<file path="config.mk">
export PLATFORM = sky130hd
export DESIGN_NAME = thick_styled_line_rasterizer
export DESIGN_NICKNAME = d
export VERILOG_FILES = /design/src/tslr_pkg.sv /design/src/thick_styled_line_rasterizer.sv /design/src/tslr_front.sv /design/src/tslr_queue.sv /design/src/tslr_back.sv
export SDC_FILE = /design/constraint.sdc
export NUM_CORES = 2
export LEC_CHECK = 0
export ABC_AREA = 1
export BUFFER_PORTS_ARGS = -buffer_cell sky130_fd_sc_hd__clkbuf_2
export CORE_MARGIN = 2
export CORE_UTILIZATION = 50
export DETAILED_ROUTE_END_ITERATION = 6
export PLACE_DENSITY = 0.67
export REMOVE_ABC_BUFFERS = 1
export SETUP_SLACK_MARGIN = 0.4
export SYNTH_ARGS = -nofsm -noshare
export SYNTH_HDL_FRONTEND = slang
export SYNTH_HIERARCHICAL = 1
export SYNTH_SLANG_ARGS = --single-unit
</file>
<file path="constraint.sdc">
create_clock -name clk -period 19.7 [get_ports clk]
set_input_delay 1.97 -clock clk [delete_from_list [all_inputs] [get_ports clk]]
set_output_delay 1.97 -clock clk [all_outputs]
set_load 0.05 [all_outputs]
</file>
<file path="src/tslr_pkg.sv">
// shared types, constants and the dash pattern lookup of the line rasterizer
// no dependencies
package tslr_pkg;

  localparam int unsigned MAX_PEN = 16;
  localparam int unsigned PATTERN_LEN = 16;

  // configuration register indexes
  localparam logic [1:0] CFG_FRAME_WIDTH  = 2'd0;
  localparam logic [1:0] CFG_FRAME_HEIGHT = 2'd1;

  // input commands
  localparam logic CMD_START   = 1'b0;
  localparam logic CMD_ADVANCE = 1'b1;

  // decision rules
  localparam logic ALG_MIDPOINT  = 1'b0;
  localparam logic ALG_BRESENHAM = 1'b1;

  // line drawing phase
  typedef enum logic [3:0] {
    PH_IDLE  = 4'b0001,
    PH_START = 4'b0010,
    PH_BODY  = 4'b0100,
    PH_END   = 4'b1000
  } phase_t;

  // one pen position handed from the front to the back
  typedef struct packed {
    logic signed [13:0] maj;
    logic signed [13:0] mnr;
    logic [4:0]         w;
    logic               bit_on;
    logic               done;
    logic               steep;
    logic [23:0]        color;
  } job_t;

  // dash pattern bit for a style and a step
  function automatic logic dash_bit(input logic [1:0] style, input logic [3:0] idx);
    logic [15:0] pat;
    case (style)
      2'd1:    pat = 16'b0000_1111_0000_1111;
      2'd2:    pat = 16'b0011_0011_1111_1111;
      2'd3:    pat = 16'b0011_0011_0011_1111;
      default: pat = 16'hFFFF;
    endcase
    return pat[idx];
  endfunction

endpackage

</file>
<file path="src/thick_styled_line_rasterizer.sv">
// top level of the thick styled line rasterizer
// depends on tslr_pkg, tslr_front, tslr_queue, tslr_back
//
// A start transaction latches a line and gives no pixels; each advance
// transaction during a line places one pen position (start cap, body, end
// cap) and gives one pixel write per cycle while out_stall is low, up to 16,
// or a single non-write result when the position is skipped, off-frame or
// clipped away. The span unit sets up a position in a setup state (clip) and
// an address state (start-address multiply), then writes its pixels; the
// front end queues up to two positions ahead of it. Frame size registers are
// written through the cfg port and must only change while the block is idle.
module thick_styled_line_rasterizer import tslr_pkg::*; (
  input  logic        clk,
  input  logic        rst,
  input  logic        cfg_valid,
  output logic        cfg_ready,
  input  logic [1:0]  cfg_index,
  input  logic [11:0] cfg_data,
  input  logic        in_valid,
  output logic        in_stall,
  input  logic        command,
  input  logic        algorithm,
  input  logic [11:0] x_begin,
  input  logic [11:0] y_begin,
  input  logic [11:0] x_end,
  input  logic [11:0] y_end,
  input  logic [4:0]  pen_width,
  input  logic [1:0]  line_style,
  input  logic [23:0] pen_color,
  output logic        out_valid,
  input  logic        out_stall,
  output logic [10:0] pixel_x,
  output logic [10:0] pixel_y,
  output logic [21:0] pixel_address,
  output logic [23:0] pixel_color,
  output logic        write_enable,
  output logic        last_of_span,
  output logic        line_done
);

  logic [11:0] frame_width, frame_height;
  logic        push, push_ready, pop, pop_valid;
  job_t        push_job, pop_job;

  // frame size registers
  assign cfg_ready = 1'b1;
  always_ff @(posedge clk) begin
    if (rst) begin
      frame_width <= 12'd640;
      frame_height <= 12'd480;
    end else if (cfg_valid) begin
      if (cfg_index == CFG_FRAME_WIDTH) frame_width <= cfg_data;
      else if (cfg_index == CFG_FRAME_HEIGHT) frame_height <= cfg_data;
    end
  end

  tslr_front u_front (
    .clk, .rst, .in_valid, .in_stall, .command, .algorithm,
    .x_begin, .y_begin, .x_end, .y_end, .pen_width, .line_style, .pen_color,
    .push, .push_job, .push_ready
  );

  tslr_queue u_queue (
    .clk, .rst, .push, .push_job, .push_ready, .pop, .pop_job, .pop_valid
  );

  tslr_back u_back (
    .clk, .rst, .frame_width, .frame_height, .pop_valid, .pop_job, .pop,
    .out_valid, .out_stall, .pixel_x, .pixel_y, .pixel_address, .pixel_color,
    .write_enable, .last_of_span, .line_done
  );

endmodule

</file>
<file path="src/tslr_front.sv">
// command front end: latches a line, runs the decision rule, queues pen positions
// depends on tslr_pkg
module tslr_front import tslr_pkg::*; (
  input  logic              clk,
  input  logic              rst,
  input  logic              in_valid,
  output logic              in_stall,
  input  logic              command,
  input  logic              algorithm,
  input  logic [11:0]       x_begin,
  input  logic [11:0]       y_begin,
  input  logic [11:0]       x_end,
  input  logic [11:0]       y_end,
  input  logic [4:0]        pen_width,
  input  logic [1:0]        line_style,
  input  logic [23:0]       pen_color,
  output logic              push,
  output job_t              push_job,
  input  logic              push_ready
);

  phase_t             draw_phase;
  logic signed [13:0] major_pos, minor_pos, major_end;
  logic signed [15:0] decision_error;
  logic [11:0]        major_delta, minor_delta;
  logic               minor_step_down, steep_flag, alg;
  logic [3:0]         pattern_index;
  logic [4:0]         held_pen;
  logic [1:0]         held_style;
  logic [23:0]        held_color;

  logic accept;
  assign in_stall = !push_ready;
  assign accept = in_valid && push_ready;

  // start: axis swap, endpoint ordering, initial error and pen width clamp
  logic signed [12:0] dx13, dy13, adx, ady, md13, mm13;
  logic signed [11:0] ab, mb, ae, me, sb_maj, sb_mnr, se_maj, se_mnr;
  logic               steep_c, down_c;
  logic [11:0]        maj_d_c, mnr_d_c;
  logic [4:0]         pen_c;
  logic signed [15:0] err_c;
  logic signed [13:0] end_c;

  always_comb begin
    dx13 = 13'($signed(x_end)) - 13'($signed(x_begin));
    dy13 = 13'($signed(y_end)) - 13'($signed(y_begin));
    adx = dx13 < 0 ? -dx13 : dx13;
    ady = dy13 < 0 ? -dy13 : dy13;
    steep_c = adx < ady;
    ab = steep_c ? $signed(y_begin) : $signed(x_begin);
    mb = steep_c ? $signed(x_begin) : $signed(y_begin);
    ae = steep_c ? $signed(y_end) : $signed(x_end);
    me = steep_c ? $signed(x_end) : $signed(y_end);
    if (ae < ab) begin
      sb_maj = ae; sb_mnr = me; se_maj = ab; se_mnr = mb;
    end else begin
      sb_maj = ab; sb_mnr = mb; se_maj = ae; se_mnr = me;
    end
    md13 = 13'(se_maj) - 13'(sb_maj);
    mm13 = 13'(se_mnr) - 13'(sb_mnr);
    maj_d_c = md13[11:0];
    mnr_d_c = mm13 < 0 ? 12'(-mm13) : mm13[11:0];
    down_c = !(se_mnr > sb_mnr);
    if (algorithm == ALG_MIDPOINT) begin
      err_c = $signed({4'b0, maj_d_c}) - $signed({3'b0, mnr_d_c, 1'b0});
      end_c = 14'(se_maj);
    end else begin
      err_c = -$signed({4'b0, maj_d_c});
      end_c = 14'(se_maj) - 14'sd1;
    end
    if (line_style != 2'd0) pen_c = 5'd2;
    else if (pen_width == 5'd0) pen_c = 5'd1;
    else if (pen_width > 5'(MAX_PEN)) pen_c = 5'(MAX_PEN);
    else pen_c = pen_width;
  end

  // one step of the decision rule
  logic signed [13:0] pos_inc, mnr_step;
  logic signed [15:0] err_step, e2;
  always_comb begin
    pos_inc = major_pos + 14'sd1;
    mnr_step = minor_pos;
    e2 = '0;
    if (alg == ALG_MIDPOINT) begin
      if (decision_error < 0) begin
        mnr_step = minor_step_down ? minor_pos - 14'sd1 : minor_pos + 14'sd1;
        err_step = decision_error + $signed({3'b0, major_delta, 1'b0})
                   - $signed({3'b0, minor_delta, 1'b0});
      end else begin
        err_step = decision_error - $signed({3'b0, minor_delta, 1'b0});
      end
    end else begin
      e2 = decision_error + $signed({3'b0, minor_delta, 1'b0});
      if (e2 > 0) begin
        mnr_step = minor_step_down ? minor_pos - 14'sd1 : minor_pos + 14'sd1;
        err_step = e2 - $signed({3'b0, major_delta, 1'b0});
      end else begin
        err_step = e2;
      end
    end
  end

  // position job for the current phase
  always_comb begin
    push_job.mnr = minor_pos;
    push_job.steep = steep_flag;
    push_job.color = held_color;
    push_job.bit_on = dash_bit(held_style, pattern_index);
    push_job.done = 1'b0;
    push_job.maj = major_pos;
    push_job.w = held_pen;
    unique case (draw_phase)
      PH_START: begin
        push_job.maj = major_pos - 14'sd1;
        push_job.w = {1'b0, held_pen[4:1]};
      end
      PH_END: begin
        push_job.maj = (alg == ALG_MIDPOINT) ? pos_inc : major_pos;
        push_job.w = {1'b0, held_pen[4:1]};
        push_job.done = 1'b1;
      end
      default: ;
    endcase
  end

  assign push = accept && command == CMD_ADVANCE && draw_phase != PH_IDLE;

  // line state
  always_ff @(posedge clk) begin
    if (rst) begin
      draw_phase <= PH_IDLE;
      major_pos <= '0; minor_pos <= '0; major_end <= '0; decision_error <= '0;
      major_delta <= '0; minor_delta <= '0; minor_step_down <= 1'b0;
      steep_flag <= 1'b0; alg <= 1'b0; pattern_index <= '0; held_pen <= 5'd1;
      held_style <= '0; held_color <= '0;
    end else if (accept && command == CMD_START) begin
      draw_phase <= PH_START;
      major_pos <= 14'(sb_maj);
      minor_pos <= 14'(sb_mnr);
      major_end <= end_c;
      decision_error <= err_c;
      major_delta <= maj_d_c;
      minor_delta <= mnr_d_c;
      minor_step_down <= down_c;
      steep_flag <= steep_c;
      alg <= algorithm;
      pattern_index <= '0;
      held_pen <= pen_c;
      held_style <= line_style;
      held_color <= pen_color;
    end else if (push) begin
      pattern_index <= pattern_index + 4'd1;
      unique case (draw_phase)
        PH_START: begin
          draw_phase <= (major_pos < major_end || alg == ALG_MIDPOINT) ? PH_BODY : PH_END;
        end
        PH_BODY: begin
          if (alg == ALG_MIDPOINT) begin
            if (major_pos < major_end) begin
              major_pos <= pos_inc; minor_pos <= mnr_step; decision_error <= err_step;
            end else begin
              draw_phase <= PH_END;
            end
          end else begin
            major_pos <= pos_inc; minor_pos <= mnr_step; decision_error <= err_step;
            if (pos_inc >= major_end) draw_phase <= PH_END;
          end
        end
        default: draw_phase <= PH_IDLE;
      endcase
    end
  end

endmodule

</file>
<file path="src/tslr_queue.sv">
// two-entry queue of pen positions between the front end and the span unit
// depends on tslr_pkg
module tslr_queue import tslr_pkg::*; (
  input  logic clk,
  input  logic rst,
  input  logic push,
  input  job_t push_job,
  output logic push_ready,
  input  logic pop,
  output job_t pop_job,
  output logic pop_valid
);

  job_t       entries [2];
  logic       wr_ptr, rd_ptr;
  logic [1:0] count;

  assign push_ready = count != 2'd2;
  assign pop_valid = count != 2'd0;
  assign pop_job = entries[rd_ptr];

  // storage
  always_ff @(posedge clk) begin
    if (push) entries[wr_ptr] <= push_job;
  end

  // pointers and fill level
  always_ff @(posedge clk) begin
    if (rst) begin
      wr_ptr <= 1'b0; rd_ptr <= 1'b0; count <= '0;
    end else begin
      if (push) wr_ptr <= !wr_ptr;
      if (pop) rd_ptr <= !rd_ptr;
      count <= count + {1'b0, push} - {1'b0, pop};
    end
  end

endmodule

</file>
<file path="src/tslr_back.sv">
// span unit: clips one pen position and, while out_stall is low, writes its pixels one per cycle
// depends on tslr_pkg
module tslr_back import tslr_pkg::*; (
  input  logic        clk,
  input  logic        rst,
  input  logic [11:0] frame_width,
  input  logic [11:0] frame_height,
  input  logic        pop_valid,
  input  job_t        pop_job,
  output logic        pop,
  output logic        out_valid,
  input  logic        out_stall,
  output logic [10:0] pixel_x,
  output logic [10:0] pixel_y,
  output logic [21:0] pixel_address,
  output logic [23:0] pixel_color,
  output logic        write_enable,
  output logic        last_of_span,
  output logic        line_done
);

  typedef enum logic [3:0] {
    B_IDLE  = 4'b0001,
    B_SETUP = 4'b0010,
    B_ADDR  = 4'b0100,
    B_EMIT  = 4'b1000
  } bstate_t;

  bstate_t     state;
  job_t        job;
  logic [11:0] cur, hi_r, sx_r, sy_r;
  logic        wr;
  logic [21:0] addr;

  // frame test and span clipping
  logic signed [13:0] sx, sy;
  logic signed [14:0] lo, hi, lo_c, hi_c, dim;
  logic               onframe;
  always_comb begin
    sx = job.steep ? job.mnr : job.maj;
    sy = job.steep ? job.maj : job.mnr;
    onframe = sx >= 0 && sy >= 0 && sx < $signed({2'b0, frame_width})
              && sy < $signed({2'b0, frame_height});
    dim = job.steep ? $signed({3'b0, frame_width}) : $signed({3'b0, frame_height});
    lo = 15'(job.mnr) - $signed({11'b0, job.w[4:1]});
    hi = lo + $signed({10'b0, job.w});
    lo_c = lo < 0 ? 15'sd0 : lo;
    hi_c = hi > dim ? dim : hi;
  end

  // start address of the span
  logic [11:0] row, col;
  logic [23:0] prod;
  always_comb begin
    row = job.steep ? sy_r : cur;
    col = job.steep ? cur : sx_r;
    prod = row * frame_width;
  end

  logic out_free, last;
  assign out_free = !out_valid || !out_stall;
  assign last = (cur + 12'd1) == hi_r;
  assign pop = state == B_IDLE && pop_valid;

  // sequencer
  always_ff @(posedge clk) begin
    if (rst) begin
      state <= B_IDLE;
      out_valid <= 1'b0;
    end else begin
      if (state == B_EMIT && out_free) out_valid <= 1'b1;
      else if (!out_stall) out_valid <= 1'b0;
      unique case (state)
        B_IDLE: if (pop_valid) state <= B_SETUP;
        B_SETUP: state <= B_ADDR;
        B_ADDR: state <= B_EMIT;
        B_EMIT: begin
          if (out_free && (!wr || last)) state <= B_IDLE;
        end
        default: state <= B_IDLE;
      endcase
    end
  end

  // span datapath and result register
  always_ff @(posedge clk) begin
    if (pop) job <= pop_job;
    if (state == B_SETUP) begin
      wr <= job.bit_on && onframe && lo_c < hi_c;
      cur <= lo_c[11:0];
      hi_r <= hi_c[11:0];
      sx_r <= sx[11:0];
      sy_r <= sy[11:0];
    end
    if (state == B_ADDR) addr <= prod[21:0] + {10'b0, col};
    if (state == B_EMIT && out_free) begin
      line_done <= job.done;
      if (!wr) begin
        pixel_x <= '0; pixel_y <= '0; pixel_address <= '0; pixel_color <= '0;
        write_enable <= 1'b0; last_of_span <= 1'b1;
      end else begin
        pixel_x <= job.steep ? cur[10:0] : sx_r[10:0];
        pixel_y <= job.steep ? sy_r[10:0] : cur[10:0];
        pixel_address <= addr;
        pixel_color <= job.color;
        write_enable <= 1'b1;
        last_of_span <= last;
        cur <= cur + 12'd1;
        addr <= addr + (job.steep ? 22'd1 : {10'b0, frame_width});
      end
    end
  end

endmodule

</file>
; ---- Word level (Yosys, flattened, before mapping)
; Memories as Yosys holds them, arrays and structs flattened. A register that Yosys moved wholly into a read port is not among the register bits.
; Cells that the tools add are included.
[word_totals]
register_bits = 299
ramBits = 120
input_bits = 100
out_inout_bits = 74
mem_count = 1
[op_classes]
addsub = 27
n_mul = 1
magnitude_cmp = 19
n_eq_ne = 21
n_mux = 76
n_bitwise = 3
reduce_logical = 37
[memory_table]
columns = memory, words, word_bits, rd, rd_clocked_by_memory_dff, wr, line
row1 = u_queue.entries, 2, 60, 1, 1, 1, tslr_queue.sv:14  ; job_t entries [2];
[ops]
columns = cell, count
row1 = 14-bit 2-to-1 mux, 18
row2 = 12-bit 2-to-1 mux, 16
row3 = 16-bit 2-to-1 mux, 9
row4 = 22-bit 2-to-1 mux, 3
row5 = 16-bit case mux with 3 select lines, 1
row6 = 16-bit by 14-bit subtractor with 16-bit output, 3
row7 = 13-bit by 1-bit < comparator with 1-bit output (second input constant), 3
row8 = 12-bit by 12-bit subtractor with 13-bit output, 3
row9 = 16-bit by 14-bit adder with 16-bit output, 2
row10 = 15-bit 2-to-1 mux, 2
row11 = 14-bit by 2-bit adder with 14-bit output (second input constant), 2
row12 = 14-bit by 1-bit greater-or-equal comparator with 1-bit output (second input constant), 2
row13 = 14-bit by 13-bit < comparator with 1-bit output, 2
row14 = 14-bit case mux with 2 select lines, 1
row15 = 14-bit by 2-bit subtractor with 14-bit output (second input constant), 2
row16 = 13-bit 2-to-1 mux, 2
row17 = 13-bit negation, 2
row18 = 4-bit 2-to-1 mux, 6
row19 = 22-bit by 12-bit adder with 22-bit output, 1
row20 = 22-bit adder, 1
row21 = 12-bit by 12-bit multiplier with 22-bit output, 1
row22 = 11-bit 2-to-1 mux, 2
row23 = 5-bit 2-to-1 mux, 4
row24 = 16-bit by 1-bit greater-than comparator with 1-bit output (second input constant), 1
row25 = other kinds (52), 95

; ---- Longest topological paths before layout
[depth]
word_depth = 13
ltp_mapped = 85
mapped_depth_nobuf = 82

; ---- Cells and area by module
; Netlist, hierarchy kept.
[by_module_without_submodules]
columns = mod, instances, cells_each, area_each_um2, seq_area_each_um2
row1 = tslr_back, 1, 1852, 15929.0, 5825.6
row2 = tslr_front, 1, 2295, 14636.5, 2462.4
row3 = tslr_queue, 1, 218, 4859.7, 3703.6
row4 = thick_styled_line_rasterizer, 1, 148, 1032.2, 480.5

; ---- Worst setup path before layout
; No wires, ideal clock.
[synth_timing]
path_kind = input to register
from = input x_end[0]
to = register u_front.decision_error[12]
arrival_time_ns = 12.431
required_ns = 19.583
setup_slack_ns = 7.152
stages = 80
n_path_buf = 6
cell_sequence = inv_1 -> ha_1 -> fa_1 -> o21ai_0 -> a21oi_1 -> inv_1 -> a21oi_1 -> o21ai_0 -> a21oi_1 -> o21bai_1 -> nand2_1 -> a31oi_1 -> inv_1 -> o31ai_1 -> xor2_1 -> inv_1 -> ha_1 -> nand2_2 -> (+44 left out) -> nor2_1 -> nor2_1 -> nor2_1 -> nor2_1 -> nor2_1 -> inv_1 -> a21oi_1 -> nor2_1 -> o21ai_0 -> nand2_1 -> nand3_1 -> nand2_1 -> nand2_1 -> nand3_1 -> nand3_1 -> nand2_1 -> nand2_1 -> nand2_1
[synth_via]
elab_chain_cells = 13
elab_cells_between_ends = 23
classes_between = 7 x add/sub / 4 x order compare / 12 x mux
[synth_lines]
columns = item, line
row1 = start: declaration, thick_styled_line_rasterizer.sv:25  ; input logic [11:0] x_end,
row2 = 12-bit by 12-bit subtractor with 13-bit output, tslr_front.sv:46  ; dx13 = 13'($signed(x_end)) - 13'($signed(x_begin));
row3 = 13-bit negation / 13-bit by 1-bit < comparator with 1-bit output (equally long branches), tslr_front.sv:48  ; adx = dx13 < 0 ? -dx13 : dx13;
row4 = 13-bit 2-to-1 mux, tslr_front.sv:48
row5 = 13-bit < comparator, tslr_front.sv:50  ; steep_c = adx < ady;
row6 = 12-bit 2-to-1 mux (on tied branches), "tslr_front.sv:53, tslr_front.sv:51"
row7 = 12-bit < comparator, tslr_front.sv:55  ; if (ae < ab) begin
row8 = 12-bit 2-to-1 mux, tslr_front.sv:55
row9 = 12-bit by 12-bit subtractor with 13-bit output, tslr_front.sv:61  ; mm13 = 13'(se_mnr) - 13'(sb_mnr);
row10 = 12-bit negation / 13-bit by 1-bit < comparator with 1-bit output (equally long branches), tslr_front.sv:63  ; mnr_d_c = mm13 < 0 ? 12'(-mm13) : mm13[11:0];
row11 = 12-bit 2-to-1 mux, tslr_front.sv:63
row12 = 12-bit by 13-bit subtractor with 14-bit output, tslr_front.sv:66  ; err_c = $signed({4'b0, maj_d_c}) - $signed({3'b0, mnr_d_c, 1'b0});
row13 = 16-bit 2-to-1 mux *, tslr_front.sv:65  ; if (algorithm == ALG_MIDPOINT) begin
row14 = 16-bit 2-to-1 mux *, tslr_front.sv:137  ; end else if (accept && command == CMD_START) begin
row15 = end signal: assignment, tslr_front.sv:142  ; decision_error <= err_c;
row16 = end signal: assignment, tslr_front.sv:161  ; major_pos <= pos_inc; minor_pos <= mnr_step; decision_error <= err_step;
row17 = end signal: assignment, tslr_front.sv:166  ; major_pos <= pos_inc; minor_pos <= mnr_step; decision_error <= err_step;
row18 = end: declaration, tslr_front.sv:24  ; logic signed [15:0] decision_error;
; Every way passes the cells marked *; elsewhere a longest branch is shown, timed or not.
; A chain may end at the register's enable or synchronous reset.

; ---- Final worst setup path
[layout_timing]
from = input y_end[0]
to = register u_front.decision_error[12]
[layout_via]
elab_chain_cells = 13
elab_cells_between_ends = 23
classes_between = 7 x add/sub / 4 x order compare / 12 x mux
[layout_lines]
columns = item, line
row1 = start: declaration, thick_styled_line_rasterizer.sv:26  ; input logic [11:0] y_end,
row2 = 12-bit by 12-bit subtractor with 13-bit output, tslr_front.sv:47  ; dy13 = 13'($signed(y_end)) - 13'($signed(y_begin));
row3 = 13-bit negation / 13-bit by 1-bit < comparator with 1-bit output (equally long branches), tslr_front.sv:49  ; ady = dy13 < 0 ? -dy13 : dy13;
row4 = 13-bit 2-to-1 mux, tslr_front.sv:49
row5 = 13-bit < comparator, tslr_front.sv:50
row6 = 12-bit 2-to-1 mux (on tied branches), "tslr_front.sv:53, tslr_front.sv:51"
row7 = 12-bit < comparator, tslr_front.sv:55
row8 = 12-bit 2-to-1 mux, tslr_front.sv:55
row9 = 12-bit by 12-bit subtractor with 13-bit output, tslr_front.sv:61
row10 = 12-bit negation / 13-bit by 1-bit < comparator with 1-bit output (equally long branches), tslr_front.sv:63
row11 = 12-bit 2-to-1 mux, tslr_front.sv:63
row12 = 12-bit by 13-bit subtractor with 14-bit output, tslr_front.sv:66
row13 = 16-bit 2-to-1 mux *, tslr_front.sv:65
row14 = 16-bit 2-to-1 mux *, tslr_front.sv:137
; Marked as above.

==> impl_summary.txt <==
----------------------------------------------------
[Run status]
  Outcome ... complete, no violations

[Die]
  Core area ... 0.0726 mm²
  Die width ... 274 µm
  Initial core utilization ... 0.502
  Placement row count ... just under 100
  Die footprint ... 0.0751 mm²
  Die H ... 274 µm
  I/O pin count ... 174

[Global route]
  Met2 Resource Use GR ... 0.468
  Total gr overflow ... 0
  Wire length of the first global-routing pass ... approximately 150 mm
  Busiest layer in global routing ... met2
  Initial antenna violation count ... 1
  Total global routing track utilization ... 0.258
  Via count of the first global-routing pass ... 29100
  Met1 track demand over resource ... 0.315
  Pin count of the biggest net entering global routing ... between 60 and 70
  Routing usage on met3 ... 0.0262

[Timing]
  Setup TNS ... 0 ns
  Worst Hold Margin ... between 0.4 and 0.5 ns
  Final Cycle Share ... 0.693
  Final number of max-transition violations ... 0
  Hold Violations, Final ... 0
  Final clock skew ... ~0.052 ns
  Peak clock frequency supported by timing ... about 0.073 GHz
  Final setup fails ... 0
  RSZ-0062 raised after global routing ... no
  Shortest period the worst path allows ... 13.66 ns
  Max-Slew Margin vs Limit ... 0.346
  Worst-Margin Slew ... 0.974 ns

[Final layout]
  Area growth from synthesis to final layout ... 9.95%
  Multi-input combinational cell area ... a little over 0.02 mm²
  Final instance area ... around 0.04 mm²
  Register Area ... 0.0125 mm²
  Net count, final ... just over 5000
  Diode count ... 0
  Share of final-layout standard cells stronger than drive strength 1 ... 0.102
  Filler cell count in the final layout ... 6852

[CTS]
  H-tree Lvls ... 2
  Buffers from clock root to sink, at most ... 3
  Reg clk slew, reported paths ... roughly 0.06 ns
  Setup repair bufs after CTS ... 0
  Root buffer cell ... sky130_fd_sc_hd__clkbuf_16
  Hold-fix buffers at CTS ... 0
  Clock tree from TritonCTS ... built
  Clock latency reported for the late side of the worst-skew pair ... between 0.6 and 0.7 ns
  Sink count of the clock tree ... between 400 and 500
  Resized Gates After CTS ... 0
  CTS Buf Count ... 56

[Synthesis]
  Share of synthesized cell area in and, or, nand and nor gates ... 0.194
  Multiplexer share of the synthesized area ... 0.0250
  Yosys top cell area share ... 0.237
  Distinct cells, synth ... about 70
  Synthesized area divided by synthesized cell count ... around 8.1 µm²
  Most used standard cells in the synthesized netlist ... sky130_fd_sc_hd__nand2_1 (931), sky130_fd_sc_hd__inv_1 (745), sky130_fd_sc_hd__nor2_1 (374), sky130_fd_sc_hd__o21ai_0 (331), sky130_fd_sc_hd__ha_1 (300)
  Warning count from the yosys run ... 6
  Synthesized netlist cell count ... roughly 4500
  Number of storage elements in the synthesis netlist ... between 400 and 500
  Dominant cell type by area after synthesis ... sky130_fd_sc_hd__edfxtp_1
  Dominant combinational cell family by area after synthesis ... simple AND/OR/NAND/NOR gates
  EDFF count, synth ... between 200 and 300
  Library cell with the highest instance count after synthesis ... sky130_fd_sc_hd__nand2_1
  Share of async-settable or async-resettable flops after synthesis ... 0
  Compound-cell area share of the yosys netlist ... 0.129
  Post-synthesis xor/xnor area fraction ... 0.0363
  Predominant post-synthesis flop cell ... sky130_fd_sc_hd__edfxtp_1
  Top cells by area, synth ... sky130_fd_sc_hd__edfxtp_1 (24%), sky130_fd_sc_hd__dfxtp_1 (10%), sky130_fd_sc_hd__ha_1 (10%)
  Fraction of the mapped netlist area in adder cells ... 0.177
  Cell area after synthesis ... between 0.03 and 0.04 mm²
  Sequential area share after synthesis ... 0.342

[Worst setup path]
  Critical path endpoint category ... register
  Largest fanout on the critical path ... 42
  Worst setup SP type ... primary input
  CP Data Arrival Time ... roughly 14 ns
  Required time reported for the critical path endpoint ... approximately 20 ns
  Most frequent cell on the critical path ... sky130_fd_sc_hd__nand2_1
  WS Path Type ... primary input to register
  Stage delay of the slowest cell on the critical path ... ~0.55 ns
  Slowest CP cell ... sky130_fd_sc_hd__a22oi_1

[Detailed routing]
  Post-route DRC violation count ... 0
  Routed vias/inst ... between 5 and 6
  Number of vias in the routed layout ... 30100
  Final WL ... ~96 mm
  Routed wirelength normalized by instance count ... around 17 µm
  Number of iterations in the first detailed-routing pass ... 5
  Drt first-iter violations ... 1958
  Post-route antenna net violation count ... 0

[Placement]
  Post-place instance area ... ~0.038 mm²
  RePlAce Congestion ... 0.926
  Port Buffers ... approximately 170
  Half-perimeter wire length after placement ... ~74 mm

[Run]
  MaxCap Viol Count ... 0

[Min path]
  Tightest Hold Check Type ... register to register

----------------------------------------------------
==> sequential cells by signal (all words and copies together), names as in the netlist, 11 cells and up, named ones only <==
signal                  cells
u_back/pixel_y             11
frame_width                12
u_queue/entries           120
u_back/sx_r                12
u_front/held_color         24
u_back/hi_r                12
u_front/decision_error     16
u_back/pixel_address       22
u_front/minor_pos          14
u_back/cur                 12
u_back/pixel_x             11
u_front/major_end          13
u_back/pixel_color         24
u_back/job                 60
frame_height               12
u_front/major_delta        12
u_front/minor_delta        12
u_back/sy_r                12
u_back/addr                22
u_front/major_pos          14
==> final timing paths <==
kind | startpoint | endpoint | slack, ns | cells after the start
hold / removal | u_back/job[25] | u_back/line_done | 0.43 | 0
hold reg to reg | u_back/job[25] | u_back/line_done | 0.43 | 0
setup reg to reg | u_back/job[24] | u_back/addr[19] | 12.24 | 30
setup / recovery | y_end[0] | u_front/decision_error[12] | 6.04 | 75
==> logic make-up after synthesis <==
logic type	count (synthesis)
mux	61
flops	479
compound gates	820
other cells	1
simple gates	1669
fa+ha+maj	434
buf+inv	898
xor+xnor	151
==> worst max-delay path, delay by kind of cell <==
kind	cells	cell delay, ns
buffers and inverters	9	1.01
adders and majority gates	7	2.24
AOI/OAI and AO/OA	18	4.57
and+or+nand+nor	40	4.16
xor gates and xnor gates	1	0.15
==> placed cells by master, fill, tap and decap left out, types with 9 or more instances in the layout <==
cell / synthesis / routed
sky130_fd_sc_hd__clkbuf_16: 0 / 57
sky130_fd_sc_hd__o221ai_1: 15 / 15
sky130_fd_sc_hd__o21bai_1: 22 / 22
sky130_fd_sc_hd__nand3_1: 163 / 163
sky130_fd_sc_hd__mux2_4: 60 / 60
sky130_fd_sc_hd__nand3_2: 11 / 11
sky130_fd_sc_hd__a21oi_1: 248 / 248
sky130_fd_sc_hd__inv_1: 745 / 743
sky130_fd_sc_hd__a31oi_1: 22 / 22
sky130_fd_sc_hd__inv_2: 10 / 11
sky130_fd_sc_hd__o22ai_1: 36 / 36
sky130_fd_sc_hd__clkinv_1: 15 / 17
sky130_fd_sc_hd__nor4_1: 16 / 15
sky130_fd_sc_hd__a22o_1: 24 / 24
sky130_fd_sc_hd__nand2_1: 931 / 931
sky130_fd_sc_hd__nor3_1: 42 / 41
sky130_fd_sc_hd__nand4_1: 38 / 38
sky130_fd_sc_hd__o21a_1: 9 / 9
sky130_fd_sc_hd__or2_2: 18 / 18
sky130_fd_sc_hd__clkbuf_2: 0 / 172
sky130_fd_sc_hd__nor2_2: 8 / 10
sky130_fd_sc_hd__a211oi_1: 11 / 11
sky130_fd_sc_hd__dfxtp_1: 191 / 190
sky130_fd_sc_hd__xnor2_1: 40 / 40
sky130_fd_sc_hd__nand2_2: 35 / 35
sky130_fd_sc_hd__fa_1: 134 / 134
sky130_fd_sc_hd__ha_1: 300 / 300
sky130_fd_sc_hd__edfxtp_1: 288 / 288
sky130_fd_sc_hd__nor2_1: 374 / 369
sky130_fd_sc_hd__o211ai_1: 26 / 26
sky130_fd_sc_hd__clkinv_2: 0 / 14
sky130_fd_sc_hd__xor2_1: 111 / 111
sky130_fd_sc_hd__buf_4: 4 / 31
sky130_fd_sc_hd__o21ai_1: 17 / 17
sky130_fd_sc_hd__o21ai_0: 331 / 331
sky130_fd_sc_hd__o31ai_1: 18 / 18
==> through the flow <==
| step | utilization | std cells | worst slack (ns) |
|---|---|---|---|
| 2_1_floorplan | - | 4385 | 7.84 |
| 3_3_place_gp | 0.525 | 5547 | 5.96 |
| 3_5_place_dp | 0.525 | 5547 | 5.54 |
| 4_1_cts | 0.552 | 5653 | 6.16 |
| 5_1_grt | 0.552 | 5653 | 4.65 |
| 6_report | 0.552 | 5653 | 6.04 |
==> routing by layer <==
metal,part of all wire,vias up
met1,0.42,14000
met2,0.50,744
met3,0.042,195
met5,0,-
met4,0.039,0
li1,-,15100
==> layout make-up <==
cell class	count	share of cell area
clock buffer	65	0.0371
clock inverter	41	0.0115
inverter	770	0.0721
multi-input combinational	3136	0.511
sequential	479	0.311
tap	959	0.0299
timing repair buffer	203	0.0273
Power is not shown: default switching activity piles up to over one toggle a cycle in this logic, so the estimate is an artifact.
